## config.mk

```make
export PLATFORM = sky130hd
export DESIGN_NAME = stable_priority_queue_core
export DESIGN_NICKNAME = d
export VERILOG_FILES = /design/src/rtl/spq_pkg.sv /design/src/rtl/spq_slot_mem.sv /design/src/rtl/spq_cmp.sv /design/src/rtl/stable_priority_queue_core.sv
export SDC_FILE = /design/constraint.sdc
export NUM_CORES = 1
export LEC_CHECK = 0
export BUFFER_PORTS_ARGS = -buffer_cell sky130_fd_sc_hd__buf_2
export CAP_MARGIN = 40
export CORE_MARGIN = 2
export CORE_UTILIZATION = 55
export DETAILED_ROUTE_END_ITERATION = 6
export PLACE_DENSITY_LB_ADDON = 0.05
export SYNTH_ARGS = -nofsm -noshare
export SYNTH_HDL_FRONTEND = slang
export SYNTH_SLANG_ARGS = --single-unit
```

## constraint.sdc

```tcl
create_clock -name i_clk -period 11.6 [get_ports i_clk]
set_input_delay 1.74 -clock i_clk [delete_from_list [all_inputs] [get_ports i_clk]]
set_output_delay 1.74 -clock i_clk [all_outputs]
set_load 0.05 [all_outputs]
```

## src/rtl/spq_pkg.sv

```systemverilog
// Package for the stable priority queue: entry type, request, status and
// sequencer state codes, and the compare result bundle. No dependencies.

package spq_pkg;

    typedef struct packed {
        logic [15:0] id;
        logic [7:0]  priority_lvl;
        logic [15:0] order;
    } t_entry;

    typedef struct packed {
        logic behind;
        logic match;
    } t_cmp;

    typedef enum logic [1:0] {
        REQ_INSERT = 2'd0,
        REQ_REMOVE = 2'd1,
        REQ_QUERY  = 2'd2
    } t_req;

    typedef enum logic [1:0] {
        ST_OK        = 2'd0,
        ST_NOT_FOUND = 2'd1,
        ST_FULL      = 2'd2
    } t_status;

    typedef enum logic [1:0] {
        S_IDLE,
        S_INS,
        S_REM,
        S_DONE
    } t_state;

endpackage

```

## src/rtl/spq_slot_mem.sv

```systemverilog
// Slot storage for the queue: one write port, one read port, registered read.
// Depends on spq_pkg for the entry type.

module spq_slot_mem
    import spq_pkg::*;
#(
    parameter int DEPTH = 16
) (
    input  logic                                  i_clk,
    input  logic                                  i_wr_en,
    input  logic [((DEPTH > 1) ? $clog2(DEPTH) : 1)-1:0] i_wr_addr,
    input  t_entry                                i_wr_data,
    input  logic [((DEPTH > 1) ? $clog2(DEPTH) : 1)-1:0] i_rd_addr,
    output t_entry                                o_rd_data
);

    t_entry r_mem [DEPTH];
    t_entry r_rd_data;

    always_ff @(posedge i_clk) begin
        if (i_wr_en) begin
            r_mem[i_wr_addr] <= i_wr_data;
        end
    end

    always_ff @(posedge i_clk) begin
        r_rd_data <= r_mem[i_rd_addr];
    end

    assign o_rd_data = r_rd_data;

endmodule

```

## src/rtl/spq_cmp.sv

```systemverilog
// Shared compare unit: orders a held slot against the candidate entry and
// matches ids. Depends on spq_pkg.

module spq_cmp
    import spq_pkg::*;
(
    input  t_entry i_slot,
    input  t_entry i_cand,
    output t_cmp   o_res
);

    always_comb begin
        o_res.behind = (i_slot.priority_lvl < i_cand.priority_lvl) ||
                       ((i_slot.priority_lvl == i_cand.priority_lvl) &&
                        (i_slot.order > i_cand.order));
        o_res.match  = (i_slot.id == i_cand.id);
    end

endmodule

```

## src/rtl/stable_priority_queue_core.sv

```systemverilog
// Top level of the stable priority queue: sequencer, slot memory, compare
// unit and result register. Depends on spq_pkg, spq_slot_mem, spq_cmp.
//
//  channel | direction | handshake         | payload
//  request | in        | i_valid / o_stall | i_req_type i_item_id i_item_priority i_item_order
//  result  | out       | o_valid / i_stall | o_status o_entry_count o_head_valid o_head_id
//          |           |                   | o_head_priority o_head_order
//
// One request at a time; o_stall is high from the transfer until the sequencer returns idle.
// Insert: after the transfer, each trailing entry that sorts behind moves down a slot, then the item fills the gap.
// Remove: after the transfer, walk every stored slot from the head, one slot per cycle.
// Query, full insert, empty remove: straight from the transfer to the result step, which loads the result register.
// The single read port of the slot memory sets the one-slot-per-cycle pace.
// Reset empties the queue at once; a stalled result holds the sequencer in its last step.

module stable_priority_queue_core
    import spq_pkg::*;
#(
    parameter int DEPTH = 16
) (
    input  logic        i_clk,
    input  logic        i_rst_n,
    input  logic        i_valid,
    output logic        o_stall,
    input  logic [1:0]  i_req_type,
    input  logic [15:0] i_item_id,
    input  logic [7:0]  i_item_priority,
    input  logic [15:0] i_item_order,
    output logic        o_valid,
    input  logic        i_stall,
    output logic [1:0]  o_status,
    output logic [4:0]  o_entry_count,
    output logic        o_head_valid,
    output logic [15:0] o_head_id,
    output logic [7:0]  o_head_priority,
    output logic [15:0] o_head_order
);

    localparam int AW = (DEPTH > 1) ? $clog2(DEPTH) : 1;
    localparam int CW = $clog2(DEPTH + 1);
    localparam logic [CW-1:0] FULL_COUNT = CW'(DEPTH);

    t_state        r_state, n_state;
    logic [CW-1:0] r_count;
    logic [CW-1:0] r_pos;
    logic          r_found;
    t_status       r_status;
    t_entry        r_item;
    t_entry        r_head;
    logic          r_out_valid;
    logic [1:0]    r_out_status;
    logic [4:0]    r_out_count;
    logic          r_out_head_valid;
    t_entry        r_out_head;

    logic [CW-1:0] cnt_m1, pos_m1, pos_m2, pos_p1;
    logic          in_xfer, out_free, ins_done, rem_last;
    logic          wr_en;
    logic [AW-1:0] wr_addr, rd_addr;
    t_entry        wr_data, rd_data;
    t_cmp          cmp;

    spq_slot_mem #(.DEPTH(DEPTH)) u_mem (
        .i_clk     (i_clk),
        .i_wr_en   (wr_en),
        .i_wr_addr (wr_addr),
        .i_wr_data (wr_data),
        .i_rd_addr (rd_addr),
        .o_rd_data (rd_data)
    );

    spq_cmp u_cmp (
        .i_slot (rd_data),
        .i_cand (r_item),
        .o_res  (cmp)
    );

    assign cnt_m1   = r_count - CW'(1);
    assign pos_m1   = r_pos - CW'(1);
    assign pos_m2   = r_pos - CW'(2);
    assign pos_p1   = r_pos + CW'(1);
    assign in_xfer  = i_valid && (r_state == S_IDLE);
    assign out_free = !r_out_valid || !i_stall;
    assign ins_done = (r_pos == '0) || !cmp.behind;
    assign rem_last = (r_pos == cnt_m1);

    always_comb begin
        n_state = r_state;
        case (r_state)
            S_IDLE: begin
                if (i_valid) begin
                    case (i_req_type)
                        REQ_INSERT: n_state = (r_count >= FULL_COUNT) ? S_DONE : S_INS;
                        REQ_REMOVE: n_state = (r_count == '0) ? S_DONE : S_REM;
                        default:    n_state = S_DONE;
                    endcase
                end
            end
            S_INS: begin
                if (ins_done) begin
                    n_state = S_DONE;
                end
            end
            S_REM: begin
                if (rem_last) begin
                    n_state = S_DONE;
                end
            end
            S_DONE: begin
                if (out_free) begin
                    n_state = S_IDLE;
                end
            end
            default: n_state = S_IDLE;
        endcase
    end

    always_comb begin
        rd_addr = '0;
        wr_en   = 1'b0;
        wr_addr = '0;
        wr_data = r_item;
        case (r_state)
            S_IDLE: begin
                rd_addr = (i_req_type == REQ_INSERT) ? cnt_m1[AW-1:0] : '0;
            end
            S_INS: begin
                rd_addr = pos_m2[AW-1:0];
                wr_en   = 1'b1;
                wr_addr = r_pos[AW-1:0];
                wr_data = ins_done ? r_item : rd_data;
            end
            S_REM: begin
                rd_addr = pos_p1[AW-1:0];
                wr_en   = r_found;
                wr_addr = pos_m1[AW-1:0];
                wr_data = rd_data;
            end
            default: begin
                rd_addr = '0;
            end
        endcase
    end

    always_ff @(posedge i_clk) begin
        if (!i_rst_n) begin
            r_state     <= S_IDLE;
            r_count     <= '0;
            r_out_valid <= 1'b0;
        end else begin
            r_state <= n_state;
            if ((r_state == S_INS) && ins_done) begin
                r_count <= r_count + CW'(1);
            end
            if ((r_state == S_REM) && rem_last && (r_found || cmp.match)) begin
                r_count <= cnt_m1;
            end
            if ((r_state == S_DONE) && out_free) begin
                r_out_valid <= 1'b1;
            end else if (!i_stall) begin
                r_out_valid <= 1'b0;
            end
        end
    end

    always_ff @(posedge i_clk) begin
        if (in_xfer) begin
            r_item   <= '{id: i_item_id, priority_lvl: i_item_priority, order: i_item_order};
            r_found  <= 1'b0;
            r_pos    <= (i_req_type == REQ_INSERT) ? r_count : '0;
            if ((i_req_type == REQ_INSERT) && (r_count >= FULL_COUNT)) begin
                r_status <= ST_FULL;
            end else if ((i_req_type == REQ_REMOVE) && (r_count == '0)) begin
                r_status <= ST_NOT_FOUND;
            end else begin
                r_status <= ST_OK;
            end
        end
        if ((r_state == S_INS) && !ins_done) begin
            r_pos <= pos_m1;
        end
        if (r_state == S_REM) begin
            if (cmp.match) begin
                r_found <= 1'b1;
            end
            if (!rem_last) begin
                r_pos <= pos_p1;
            end else if (!(r_found || cmp.match)) begin
                r_status <= ST_NOT_FOUND;
            end
        end
        if (wr_en && (wr_addr == '0)) begin
            r_head <= wr_data;
        end
        if ((r_state == S_DONE) && out_free) begin
            r_out_status     <= r_status;
            r_out_count      <= 5'(r_count);
            r_out_head_valid <= (r_count != '0);
            r_out_head       <= (r_count != '0) ? r_head : '0;
        end
    end

    assign o_stall         = (r_state != S_IDLE);
    assign o_valid         = r_out_valid;
    assign o_status        = r_out_status;
    assign o_entry_count   = r_out_count;
    assign o_head_valid    = r_out_head_valid;
    assign o_head_id       = r_out_head.id;
    assign o_head_priority = r_out_head.priority_lvl;
    assign o_head_order    = r_out_head.order;

endmodule

```

==> impl_metrics.env, run 1 <==
export IMPL_cts_buffer_depth=3
export IMPL_rsz0062_at_grt="no"
export IMPL_total_power_w=0.01018
export IMPL_cts_clk_slew_worst_paths_ps=60
export IMPL_dp_hpwl_um=42600
export IMPL_synth_ff_type="edfxtp_1"
export IMPL_hold_end="o_status[0]$_DFFE_PP_"
export IMPL_worstPathRequired_ps=12100
export IMPL_path_max_fanout=114
export IMPL_clock_latency_ps=630
export IMPL_drt_iter0_markers=1814
export IMPL_firstDrtPassIters=5
export IMPL_synthToLayoutAreaGrowth_pct=13.08
export IMPL_ioPinCount=96
export IMPL_reg2reg_to="u_mem.o_rd_data[13]$_DFF_P_"
export IMPL_hold_class="flip-flop to flip-flop"
export IMPL_syn_area_um2=32480
export IMPL_overflow=0
export IMPL_htreeDepth=3
export IMPL_whs_ps=445.8
export IMPL_worstSetupStartpointType="primary input"
export IMPL_worstPathCellList="buf_2 -> or3b_4 -> o21a_4 -> nor2_4 -> buf_4 -> buf_12 -> mux2i_1 -> mux2i_1 -> mux2i_1 -> mux2i_1"
export IMPL_num_rows=89
export IMPL_whs_path_depth=0
export IMPL_start_util_pct=55.35
export IMPL_setup_viol_count_final=0
export IMPL_cts_root_buf="clkbuf_16"
export IMPL_numCtsBuffers=81
export IMPL_cp_top_family="buffers and inverters"
export IMPL_yosysMostFrequentCell="edfxtp_1"
export IMPL_max_cap_violations=0
export IMPL_cts_tree="done"
export IMPL_r2r_slack_ps=6660
export IMPL_post_place_ws_ps=5712
export IMPL_grt_max_degree=131
export IMPL_r2r_start="r_state[0]$_SDFFE_PN0P_"
export IMPL_cts_resized=0
export IMPL_die_w_um=247.0
export IMPL_yosysTopAreaCell="edfxtp_1"
export IMPL_io_buffers=95
export IMPL_cts_sinks=784
export IMPL_synth_edf_count=728
export IMPL_hold_viol=0
export IMPL_critPathMaxStageDelay_ps=760
export IMPL_synthCells=2049
export IMPL_diodes=0
export IMPL_synth_cell_type_count=61
export IMPL_dieArea_um2=61020
export IMPL_maxSlewHeadroom_pct=28.75
export IMPL_critical_path_class="primary input to flip-flop"
export IMPL_yosys_warnings=0
export IMPL_reg2regPathDepth=11
export IMPL_drtAntennaViolNets=0
export IMPL_drc=0
export IMPL_max_freq_mhz=191.6
export IMPL_postSynth_asyncResetShare_pct=0
export IMPL_slew_viol_final=0
export IMPL_arrival_ps=5710
export IMPL_dp_cells=2840
export IMPL_die_h_um=247.0
export IMPL_synth_top_area_share_pct=67.30
export IMPL_post_drt_wl_per_cell_um=26.77
export IMPL_synth_area_leaders="edfxtp_1 67%, mux2i_1 14%, dfxtp_1 3.5%"
export IMPL_synth_seq_cells=784
export IMPL_syn_avg_cell_area_um2=15.85
export IMPL_min_from="r_status[0]$_DFF_P_"
export IMPL_period_minus_slack_ps=5218
export IMPL_endpoint_kind="flip-flop"
export IMPL_vias_per_cell=6.050
export IMPL_layout_drive_gt1_share_pct=13.00
export IMPL_drt_total_wl_um=79980
export IMPL_path_depth=10
export IMPL_worst_slew_pin_transition_ps=1069
export IMPL_grt_pass1_wl_um=117300
export IMPL_cp_num_buf_inv=3
export IMPL_vias=18080
export IMPL_status="completed"
export IMPL_setup_tns_ps=0
export IMPL_final_setup_worst_slack_ps=6382
export IMPL_power_density_nw_per_um2=277.1
export IMPL_area_sequential_um2=22980
export IMPL_synth_commonest_cells="728 x edfxtp_1, 446 x mux2i_1, 165 x o21ai_0"
export IMPL_cp_common_cell="mux2i_1"
export IMPL_n_fill_cell=4273
export IMPL_instances_no_fill=2988
export IMPL_post_cts_buffers=0
export IMPL_vdd_drop_max_mv=0.2499
export IMPL_crit_slowest_cell="nor2_4"
export IMPL_multi_input_area_um2=8904
export IMPL_core_area_um2=58690
export IMPL_gp_congestion=0.8303
export IMPL_grtUsageTotal_pct=26.50
export IMPL_yosysSeqAreaShare_pct=70.75
export IMPL_period_share_pct=44.98
export IMPL_first_global_vias=17900
export IMPL_syn_num_nets=2131
export IMPL_final_setup_skew_ps=25.67
export IMPL_antenna_found_initial=0
export IMPL_ctsHoldBuffers=0
export IMPL_fin_nets=2232
export IMPL_leakage_nw=12.57
-- routing by layer --
metal / GRT usage [%] / up-vias / share of wire [%]
met5: 0 / - / 0
met4: 6.077 / 0 / 1.4
met3: 4.233 / 77 / 6.7
met2: 42.47 / 586 / 47
met1: 38.35 / 9320 / 44
li1: - / 8095 / -
-- cells by family (layout without fill, tap and decap cells) --
family | after synthesis | after routing | share of synthesized area (%)
AO/OA/AOI/OAI | 268 | 268 | 5.027
XOR/XNOR | 29 | 29 | 0.8243
adder cells (fa/ha/maj) | 36 | 36 | 1.387
multiplexers | 447 | 447 | 13.78
AND/OR/NAND/NOR | 317 | 317 | 5.801
buffers and inverters | 168 | 334 | 2.434
flip-flops | 784 | 784 | 70.75
-- flip-flops by register name, summed over array words and instances (netlist names), 2 cells and up --
signal / count
o_head_priority: 8
r_pos: 5
u_mem.r_mem: 640
r_state: 2
u_mem.o_rd_data: 40
r_status: 2
r_count: 5
r_item: 40
o_head_order: 16
o_head_id: 16
o_entry_count: 5
o_status: 2
-- layout by cell type (no fill, tap or decap), types with 35 or more instances in the layout --
| master | count |
|---|---|
| mux2i_1 | 446 |
| clkbuf_16 | 83 |
| dfxtp_1 | 56 |
| ha_1 | 35 |
| or3_1 | 161 |
| buf_2 | 96 |
| o21ai_0 | 165 |
| edfxtp_1 | 728 |
| inv_1 | 44 |
| nor2b_1 | 46 |
| a22o_1 | 41 |
-- per-stage QoR --
step	area (um^2)	util, %
floorplan	32480	-
global placement	33770	57.54
detailed placement	34100	58.10
CTS	36730	62.60
global route	36730	62.60
finish	36730	62.60
-- final cells by class --
| cell class | instances | area share, % |
|---|---|---|
| Sequential cell | 784 | 62.56 |
| Multi-Input combinational cell | 1097 | 24.24 |
| Clock buffer | 111 | 6.049 |
| Timing Repair Buffer | 141 | 2.929 |
| Tap cell | 773 | 2.633 |
| Clock inverter | 37 | 1.127 |
| Inverter | 45 | 0.4598 |
-- report_power, final --
group | internal (W) | switching, W
clock | 0.00154 | 0.00106
combinational | 0.00133 | 0.00233
sequential | 0.00380 | 0.000130
-- how the worst max path moves through the flow --
stage / start / endpoint / slack, ps
after global routing: i_req_type[0] / u_mem.o_rd_data[13]$_DFF_P_ / 6200
final: i_req_type[0] / u_mem.o_rd_data[13]$_DFF_P_ / 6380
after floorplan: i_stall / o_entry_count[0]$_DFFE_PP_ / 5810
after global placement: i_req_type[0] / u_mem.o_rd_data[13]$_DFF_P_ / 5720
after detailed placement: i_req_type[0] / u_mem.o_rd_data[13]$_DFF_P_ / 5710
after CTS: i_req_type[0] / u_mem.o_rd_data[13]$_DFF_P_ / 6380
No activity file was read; power rests on OpenSTA's default activity.
==> inputs of run 2 (changes only) <==
Settings changed: ABC_AREA set to 1.
Clock period 11.6 ns to 5.09 ns, I/O delays scaled along.
==> run 2 against run 1 <==
Highest routed layer is now met5. Synthesized area decreased by 1.6%. Non-clock buffer count decreased by 2. Sequential share of layout area increased by 1.2 points. Worst setup slack got worse by 5200 ps. Largest cell class unchanged. Design area decreased by 1.9%. Clock power increased by 120%. First-iteration DRC count increased by 15%. Routed wire length increased by 7.1%. Sequential power increased by 130%. Total power increased by 140%. Die area decreased by 1.5%.
==> impl_metrics.env, run 2 <==
export IMPL_synthSimpleGateAreaFrac_pct=10.86
export IMPL_setup_tns_ps=0
export IMPL_reg2reg_to="u_mem.o_rd_data[21]$_DFF_P_"
export IMPL_setup_viol_count_final=0
export IMPL_synth_ff_type="edfxtp_1"
export IMPL_synth_cell_type_count=43
export IMPL_cts_resized=0
export IMPL_overflow=0
export IMPL_synth_commonest_cells="728 x edfxtp_1, 281 x nand2_1, 249 x o211ai_1"
export IMPL_endpoint_kind="flip-flop"
export IMPL_drt_iter0_markers=2091
export IMPL_layout_commonest_cell="edfxtp_1"
export IMPL_cts_root_buf="clkbuf_16"
export IMPL_cts_sinks=784
export IMPL_max_cap_violations=0
export IMPL_period_share_pct=75.99
export IMPL_fin_nets=2638
export IMPL_worstPathRequired_ps=5640
export IMPL_die_h_um=245.1
export IMPL_worst_slew_pin_transition_ps=933.5
export IMPL_synthToLayoutAreaGrowth_pct=12.71
export IMPL_path_max_fanout=55
export IMPL_dp_hpwl_um=45860
export IMPL_rsz0062_at_grt="no"
export IMPL_numCtsBuffers=80
export IMPL_dieArea_um2=60090
export IMPL_hold_viol=0
export IMPL_status="completed"
export IMPL_final_setup_skew_ps=27.07
export IMPL_max_freq_mhz=258.5
export IMPL_yosys_warnings=0
export IMPL_synthCells=2486
export IMPL_syn_num_nets=2568
export IMPL_leakage_nw=12.54
export IMPL_io_buffers=95
export IMPL_synth_top_area_share_pct=68.36
export IMPL_vias=20350
export IMPL_period_minus_slack_ps=3868
export IMPL_clock_latency_ps=620
export IMPL_post_drt_wl_per_cell_um=25.29
export IMPL_post_cts_buffers=0
export IMPL_synthMuxAreaShare_pct=0
export IMPL_die_w_um=245.1
export IMPL_yosysTopAreaCell="edfxtp_1"
export IMPL_grt_max_degree=195
export IMPL_top_register="u_mem.r_mem"
export IMPL_largest_reg_flops=640
export IMPL_crit_end="u_mem.o_rd_data[21]$_DFF_P_"
export IMPL_gp_congestion=0.8686
export IMPL_final_cell_mix="728 x edfxtp_1, 279 x nand2_1, 249 x o211ai_1"
export IMPL_synth_compound_area_share_pct=11.13
export IMPL_r2r_start="r_state[0]$_SDFFE_PN0P_"
export IMPL_cts_tree="done"
export IMPL_synthAdderAreaFrac_pct=1.409
export IMPL_yosysSeqAreaShare_pct=71.87
export IMPL_critical_path_startpoint="r_state[0]$_SDFFE_PN0P_"
export IMPL_first_global_vias=19890
export IMPL_synth_xor_area_share_pct=0.7395
export IMPL_layout_drive_gt1_share_pct=13.70
export IMPL_grtUsageTotal_pct=28.79
export IMPL_arrival_ps=4420
export IMPL_synth_seq_cells=784
export IMPL_num_rows=88
export IMPL_vdd_drop_max_mv=0.6053
export IMPL_ioPinCount=96
export IMPL_drt_total_wl_um=85630
export IMPL_cts_clk_slew_worst_paths_ps=60
export IMPL_syn_avg_cell_area_um2=12.86
export IMPL_reg2regPathDepth=11
export IMPL_syn_area_um2=31980
export IMPL_antenna_found_initial=2
export IMPL_worstSetupStartpointType="flip-flop"
export IMPL_whs_ps=313.0
export IMPL_synth_area_leaders="edfxtp_1 68%, o211ai_1 5.8%, o21ai_0 3.7%"
export IMPL_crit_slowest_cell="inv_4"
export IMPL_firstDrtPassIters=5
export IMPL_r2r_slack_ps=1220
export IMPL_maxSlewHeadroom_pct=37.77
export IMPL_core_area_um2=57590
export IMPL_drc=0
export IMPL_postSynth_asyncResetShare_pct=0
export IMPL_start_util_pct=55.53
export IMPL_grt_pass1_wl_um=127400
export IMPL_htreeDepth=3
export IMPL_synth_top_family_by_area="compound AO/OA/AOI/OAI gates"
export IMPL_hold_class="primary input to flip-flop"
export IMPL_critPathMaxStageDelay_ps=720
export IMPL_power_density_nw_per_um2=677.7
export IMPL_drtAntennaViolNets=0
export IMPL_worstPathCellList="inv_1 -> ha_1 -> o21ai_2 -> nand2_4 -> nand2_8 -> inv_4 -> buf_4 -> o211ai_1 -> o21ai_0 -> nor2_1 -> o21ai_1"
export IMPL_synth_edf_count=728
export IMPL_slew_viol_final=0
export IMPL_ctsHoldBuffers=0
export IMPL_vias_per_cell=6.010
export IMPL_critical_path_class="flip-flop to flip-flop"
export IMPL_cts_buffer_depth=3
export IMPL_yosysMostFrequentCell="edfxtp_1"
-- run 2: cell types whose count changed after synthesis, moves of 70 or more --
| cell | before | now |
|---|---|---|
| o21ai_0 | 165 | 235 |
| or3_1 | 161 | 0 |
| o211ai_1 | 2 | 249 |
| nor2_1 | 30 | 219 |
| inv_1 | 45 | 135 |
| mux2i_1 | 446 | 0 |
| nand3_1 | 7 | 119 |
| nand2_1 | 28 | 281 |
-- run 2: routing by layer --
| layer | GRT usage [%] | part of all wire (%) | wire (um) | up-vias |
|---|---|---|---|---|
| met1 | 41.26 | 43 | 37010 | 10130 |
| met4 | 7.927 | 2.4 | 2096 | 2 |
| met3 | 6.648 | 8.5 | 7278 | 154 |
| li1 | - | - | - | 9205 |
| met2 | 44.49 | 46 | 39230 | 862 |
| met5 | 0 | 0.013 | 11 | - |
-- run 2: worst min-delay path by stage --
stage / cells past startpoint / endpoint / slack, ps / from
6_report: 1 / r_item[29]$_DFFE_PP_ / 310 / i_item_id[5]
5_1_grt: 1 / r_item[25]$_DFFE_PP_ / 300 / i_item_id[1]
4_1_cts: 1 / r_item[29]$_DFFE_PP_ / 290 / i_item_id[5]
3_5_place_dp: 0 / o_status[1]$_DFFE_PP_ / 420 / r_status[1]$_DFF_P_
3_3_place_gp: 0 / o_status[1]$_DFFE_PP_ / 420 / r_status[1]$_DFF_P_
2_1_floorplan: 0 / o_entry_count[3]$_DFFE_PP_ / 400 / r_count[3]$_SDFFE_PN0P_
-- run 2: layout make-up --
class                      instances  area, um^2
antenna                            1       2.502
clock buffer                     120        2377
clock inverter                    26       210.2
fill                            4332       21540
inverter                         144       548.0
multi-input combinational       1407        7895
sequential                       784       22980
tap                              765       957.2
timing repair buffer             139        1071
-- run 2: power by group --
part / switching (W) / internal [W]
clock: 0.00237 / 0.00337
sequential: 0.000340 / 0.00877
combinational: 0.00697 / 0.00260
-- run 2: per-stage QoR --
| step | power (W) | cell area (um^2) | setup WS (ps) | instances | utilization [%] |
|---|---|---|---|---|---|
| after floorplan | 0.01561 | 31980 | 1489 | 2486 | - |
| after global routing | 0.02573 | 36040 | 1001 | 3385 | 62.59 |
| after detailed placement | 0.01871 | 33450 | 1198 | 3239 | 58.09 |
| after CTS | 0.02443 | 36040 | 1264 | 3385 | 62.59 |
| after global placement | 0.01846 | 33320 | 1230 | 3233 | 57.86 |
| final | 0.02443 | 36040 | 1222 | 3386 | 62.59 |
-- run 2: cells by family after synthesis --
group,after synthesis
adder cells (fa/ha/maj),36
AND/OR/NAND/NOR,772
flip-flops,784
buffers and inverters,295
AO/OA/AOI/OAI,572
XOR/XNOR,27
-- run 2: worst max-delay path: cells and delay by family (launching register included) --
kind                       cells  cell delay [ps]
and+or+nand+nor                3              910
buffers and inverters          3             1330
adders and majority gates      1              520
DFF                            1              330
AOI/OAI and AO/OA              4              630
